`src/design/sacache_ram.sv`:
```
// Generic single-clock RAM: one write port, one read port with registered read data.
// Stands alone; no package needed.
`default_nettype none

module sacache_ram #(
	parameter int WIDTH = 8,
	parameter int DEPTH = 16
) (
	input  wire logic                                   clk,
	input  wire logic                                   we,
	input  wire logic [(DEPTH > 1 ? $clog2(DEPTH) : 1)-1:0] waddr,
	input  wire logic [WIDTH-1:0]                       wdata,
	input  wire logic                                   re,
	input  wire logic [(DEPTH > 1 ? $clog2(DEPTH) : 1)-1:0] raddr,
	output logic      [WIDTH-1:0]                       rdata
);

	logic [WIDTH-1:0] mem [DEPTH];

	// Write port.
	always_ff @(posedge clk) begin
		if (we) begin
			mem[waddr] <= wdata;
		end
	end

	// Read port; the data register holds while no read is issued.
	always_ff @(posedge clk) begin
		if (re) begin
			rdata <= mem[raddr];
		end
	end

endmodule

`default_nettype wire

```
`config.mk`:
```
export PLATFORM = sky130hd
export DESIGN_NAME = sacache_ram
export DESIGN_NICKNAME = d
export VERILOG_FILES = /design/src/design/sacache_ram.sv
export SDC_FILE = /design/constraint.sdc
export NUM_CORES = 1
export LEC_CHECK = 0
export BUFFER_PORTS_ARGS = -buffer_cell sky130_fd_sc_hd__buf_2
export CAP_MARGIN = 20
export CORE_MARGIN = 4
export CORE_UTILIZATION = 55
export DETAILED_ROUTE_END_ITERATION = 7
export PLACE_DENSITY = 0.73
export SLEW_MARGIN = 20
export SYNTH_ARGS = -nofsm -noshare
export SYNTH_HDL_FRONTEND = slang
export SYNTH_SLANG_ARGS = --single-unit
export TNS_END_PERCENT = 30
```
`constraint.sdc`:
```
create_clock -name clk -period 2.2 [get_ports clk]
set_input_delay 0.11 -clock clk [delete_from_list [all_inputs] [get_ports clk]]
set_output_delay 0.11 -clock clk [all_outputs]
set_load 0.1 [all_outputs]
```
==> metrics, run 1 <==
Tcrit/Tclk final=67.2%; Slew HR=between 40% and 50%; Least-Margin Pin Slew=865 ps; run status=completed; Max-cap violations=0; post_cts resized=0; Worst EP arrival=~1700 ps; DRT antenna net count=0; Synth area leader=edfxtp_1; switching power=about 1.3 mW; most frequent cells in the layout=edfxtp_1, buf_2, mux4_2; CTS root buf=clkbuf_8; hpwl dp=a little under 6000 microns; height of the die=about 110 microns; Starting DRT DRC Count=~220; num rows=35; number of global-route vias before repair=2612; ANT cells=0; RSZ-0062 raised after global routing=no; register area share after synthesis=78.1%; P_int=4.78 mW; total grt overflow=0; CTS buffer count=17; Vias/cell=5.77; Clock Sinks=around 140; Worst Setup Start Kind=flop; Leakage=2.14 nW; highest clock rate=approximately 680 MHz; final hold slack=177 ps; width of the die=105 microns; post-DR wirelength/cell=around 23 microns; Port Buffer Count=26; final setup fails=0; Power Total=approximately 6 mW; commonest non-fill, non-tap cell in the layout=edfxtp_1; Tot GR Track Use=20.1%; IO Pins=27; Yosys reg bits=approximately 140; final max-slew violation count=0; kind of critical path=flop to flop; DRT Pass-1 Iters=4; clk buf depth=2; clk_skew=9.73 ps; top cells by area, synth=edfxtp_1, mux4_2, mux4_1; largest net degree at the start of global routing=33; worst skew pair latency=~500 ps; Synth top area share=between 70% and 80%; Initial Utilization=a little under three fifths; final WL=10100 microns; core outline area=0.00924 sq mm; syn_area_per_cell=~23 sq um; Yosys cell types=18; worst min-delay path class=primary input to flop; crit path capture type=flop; Power per Cell Area=slightly below 1000 mW/mm^2; Crit Path Max Fanout=1; Max IR drop VDD=about 0.63 mV; setup tns final=0 ps; register share of total power=approximately 48%; TritonCTS clock tree=yes; crit path time final=roughly 1500 ps; initial antenna violation count=0; Cell Area, Synth=around 0.0052 sq mm; synthesized net count=about 250; clk slew on worst S/H paths=60 ps; Hold Fails Final Rpt=0; WP data required=2450 ps; die area=0.0111 sq mm; Post-Synthesis Cells=229; sw frac=a little over a fifth; routed via count=2503; global-route wire length before repair=roughly 16000 microns; clock share of power=a little under half; area delta synth->final=20.2%; H-Tree Depth=4; Final Wtd Congestion=~0.76; Nets=around 310; Gate power share=6.1%; layout cells sized above 1=between 30% and 40%; DRC errors left=0; YS warnings=0
critical path: stages, from the launching register on:
cell	delay, ps
edfxtp_1	370
mux4_1	500
a22oi_1	270
nand2_1	90
power groups by stage:
stage | registers, mW | logic [mW] | clock network, mW
after detailed placement | 2.99 | 0.356 | 0
after global routing | 2.94 | 0.395 | 2.95
after floorplan | 3.08 | 0.147 | 0
after CTS | 2.94 | 0.372 | 2.82
after global placement | 2.99 | 0.350 | 0
final | 2.93 | 0.368 | 2.77
what timing repair did:
| action | CTS | global route |
|---|---|---|
| hold buffers | 9 | 0 |
| setup endpoints to repair | 0 | 0 |
| hold endpoints to repair | 136 | 0 |
| setup buffers | 0 | 0 |
layer usage:
| metal | share of wire [%] | global-route usage, % | vias to the layer above |
|---|---|---|---|
| met2 | 49 | 31.4 | 101 |
| met3 | 7.2 | 5.45 | 12 |
| met4 | 1.2 | 5.83 | 0 |
| met1 | 42 | 28.1 | 1283 |
| met5 | 0 | 0 | - |
| li1 | - | - | 1107 |
final timing paths:
check	from	end	slack (ps)	cells past startpoint
worst max-delay path	mem[8][4]$_DFFE_PP_	rdata[4]$_DFFE_PP_	720	3
worst min-delay path	waddr[0]	mem[0][3]$_DFFE_PP_	180	3
worst max register to register	mem[8][4]$_DFFE_PP_	rdata[4]$_DFFE_PP_	720	3
worst min register to register	mem[14][6]$_DFFE_PP_	rdata[6]$_DFFE_PP_	750	3
cells by family (layout without fill, tap and decap cells):
kind of cell    count (synthesis)  count (layout)  share of synthesized area [%]
mux                            32              32                           14.8
buf+inv                        10              86                           1.65
compound gates                 16              16                           2.30
flops                         136             136                           78.1
simple gates                   35              35                           3.14
state kept, by name, indices dropped and copies added, names as in the netlist:
register,count
rdata,8
mem,128
through the flow:
| stage | std cells | util, % | worst slack [ps] | area, sq um |
|---|---|---|---|---|
| 6_report | 434 | 68.0 | 721 | 6280 |
| 5_1_grt | 434 | 68.0 | 590 | 6280 |
| 4_1_cts | 434 | 68.0 | 696 | 6280 |
| 3_5_place_dp | 393 | 60.6 | 494 | 5600 |
| 3_3_place_gp | 393 | 60.6 | 495 | 5600 |
| 2_1_floorplan | 229 | - | 597 | 5230 |
Yosys cell counts:
cell type	count
a22oi_1	16
and2_1	1
and2b_1	1
buf_2	3
buf_4	1
buf_6	3
clkdlybuf4s25_2	3
edfxtp_1	136
mux4_1	14
mux4_2	18
nand2_1	9
nand2b_1	2
nand3_1	1
nand3b_1	2
nor2_1	13
nor2b_1	1
nor3_1	4
or3b_2	1
final cells by class:
cell class                 instances  area, sq um
multi-input combinational         83         1060
fill                             561         2960
clock inverter                    14          174
clock buffer                      18          418
tap                              129          161
timing repair buffer              54          388
sequential                       136         4080
Note: power is estimated with default switching activity, not from simulation.
==> run 2, diff against run 1 <==
--- a/config.mk
+++ b/config.mk
@@ -8,9 +8,9 @@
 export BUFFER_PORTS_ARGS = -buffer_cell sky130_fd_sc_hd__buf_2
 export CAP_MARGIN = 20
 export CORE_MARGIN = 4
-export CORE_UTILIZATION = 55
+export CORE_UTILIZATION = 54
 export DETAILED_ROUTE_END_ITERATION = 7
-export PLACE_DENSITY = 0.73
+export PLACE_DENSITY = 0.74
 export SLEW_MARGIN = 20
 export SYNTH_ARGS = -nofsm -noshare
 export SYNTH_HDL_FRONTEND = slang
==> constraint.sdc (replaced) <==
create_clock -name clk -period 1.3 [get_ports clk]
set_input_delay 0.065 -clock clk [delete_from_list [all_inputs] [get_ports clk]]
set_output_delay 0.065 -clock clk [all_outputs]
set_load 0.1 [all_outputs]
==> run 2 against run 1 <==
First-iteration DRC count down 26%. Clock power rose by 47%. Worst setup slack worse by 810 ps. Largest cell class unchanged. Register-to-register slack got worse by 810 ps. Via count increased by 1.7%. Final area increased by 0.94%. Largest power group unchanged. Count of clock-buffer cells in the layout fell by 1. The flow now finishes with violations (negative setup slack). Non-clock buffer count is 10 higher.
==> metrics, run 2 (synthesized netlist as in run 1, its figures left out) <==
run status=finished, violations left; violated checks=negative setup slack; worst min-delay path class=primary input to flop; kind of critical path=flop to flop; clk buf depth=2; DRT Pass-1 Iters=6; flip-flop and latch area=slightly above 0.004 sq mm; height of the die=approximately 110 microns; fill count=around 560; TritonCTS clock tree=yes; number of flip-flops in the largest register=128; clk_skew=7.51 ps; crit path time final=1390 ps; ANT cells=0; width of the die=roughly 110 microns; number of global-route vias before repair=2792; Hold Fails Final Rpt=0; Initial Utilization=56.0%; Nets=321; CP max stage delay=~480 ps; global-route wire length before repair=between 15000 and 20000 microns; commonest non-fill, non-tap cell in the layout=edfxtp_1; Crit Path Max Fanout=1; highest clock rate=between 700 and 800 MHz; DRC errors left=0; post-DR wirelength/cell=approximately 22 microns; Max IR drop VDD=~1.1 mV; Power Total=9.73 mW; Starting DRT DRC Count=163; CP max-delay cell=mux4_2; H-Tree Depth=4; DRT antenna net count=0; Slew HR=~38%; core outline area=about 0.0093 sq mm; Vias/cell=5.73; Worst EP arrival=between 1500 and 2000 ps; clk slew on worst S/H paths=roughly 60 ps; crit-path leading delay family=multiplexers; IO Pins=27; Final WS setup=-88.7 ps; dpl cell area=about 0.0057 sq mm; most frequent cells in the layout=edfxtp_1, buf_4, mux4_2; setup slack at placement=-336 ps; num rows=35; Final Wtd Congestion=approximately 0.74; RSZ-0062 raised after global routing=yes; final instance area=between 0.006 and 0.007 sq mm; initial antenna violation count=0; hpwl dp=between 6000 and 7000 microns; die area=~0.011 sq mm; critical-path cell list=mux4_2 > a22oi_2 > nand2_1; largest reg by FF count=mem; final core utilization=about 70%; Clock Sinks=136; final WL=between 9000 and 10000 microns; routed via count=about 2500; buffer and inverter count on the worst path=0; Power per Cell Area=approximately 1500 mW/mm^2; Least-Margin Pin Slew=approximately 930 ps; final max-slew violation count=0; biggest regs=mem (128), rdata (8); crit path capture type=flop; largest net degree at the start of global routing=17; WP data required=around 1600 ps; CTS buffer count=17; Port Buffer Count=26; setup tns final=-546 ps; total grt overflow=0; multi-input logic area=between 0.001 and 0.0015 sq mm; layout cells sized above 1=39.7%; cell total after placement=around 400; Worst Setup Start Kind=flop; worst skew pair latency=between 500 and 600 ps; area delta synth->final=21.3%; final hold slack=approximately 120 ps; Max-cap violations=0; final setup fails=8; fin cells=roughly 440; Leakage=2.12 nW; CTS root buf=clkbuf_8; Tot GR Track Use=roughly a fifth; Tcrit/Tclk final=107%
-- run 2: changes by cell type in the layout (fill, tap and decap cells not counted), sizes merged --
cell      previous run  this run
buf                 45        55
bufinv               3         0
clkinv               5        10
inv                  3         0
clkbuf              18        17
clkinvlp             3         5
-- run 2: routing by layer --
metal	part of all wire [%]	vias to the layer above	global-route usage, %
met5	0	-	0
met4	1.9	0	8.70
met3	3.7	15	5.40
met2	51	78	31.9
met1	43	1339	24.9
li1	-	1113	-
-- run 2: final cells by class --
class,count,share of cell area [%]
multi-input cells,83,16.7
clock inverters,15,1.72
clock buffers,17,6.53
flip-flops and latches,136,64.4
repair buffers,64,8.07
well taps,129,2.55
-- run 2: worst paths after layout --
kind         slack [ps]  cells past startpoint                start             endpoint
max reg2reg         -90                      3  mem[3][2]$_DFFE_PP_   rdata[2]$_DFFE_PP_
min                 120                      3             waddr[1]  mem[0][1]$_DFFE_PP_
min reg2reg         750                      3  mem[4][1]$_DFFE_PP_   rdata[1]$_DFFE_PP_
max                 -90                      3  mem[3][2]$_DFFE_PP_   rdata[2]$_DFFE_PP_
-- run 2: what timing repair did --
item,CTS,global route
buffers inserted,0,0
gates resized for setup,14,7
pin swaps,1,2
endpoints found under the hold margin,136,0
hold buffers,9,0
setup endpoints to repair,16,9
-- run 2: power by group --
part           switching, mW  internal, mW  total, mW
clock                   1.74          2.33       4.07
combinational          0.424         0.263      0.688
sequential            0.0295          4.94       4.97
-- run 2: worst register-to-register path: stages, from the launching register on --
cell and delay, ps:
edfxtp_1 380, mux4_2 480, a22oi_2 210, nand2_1 70
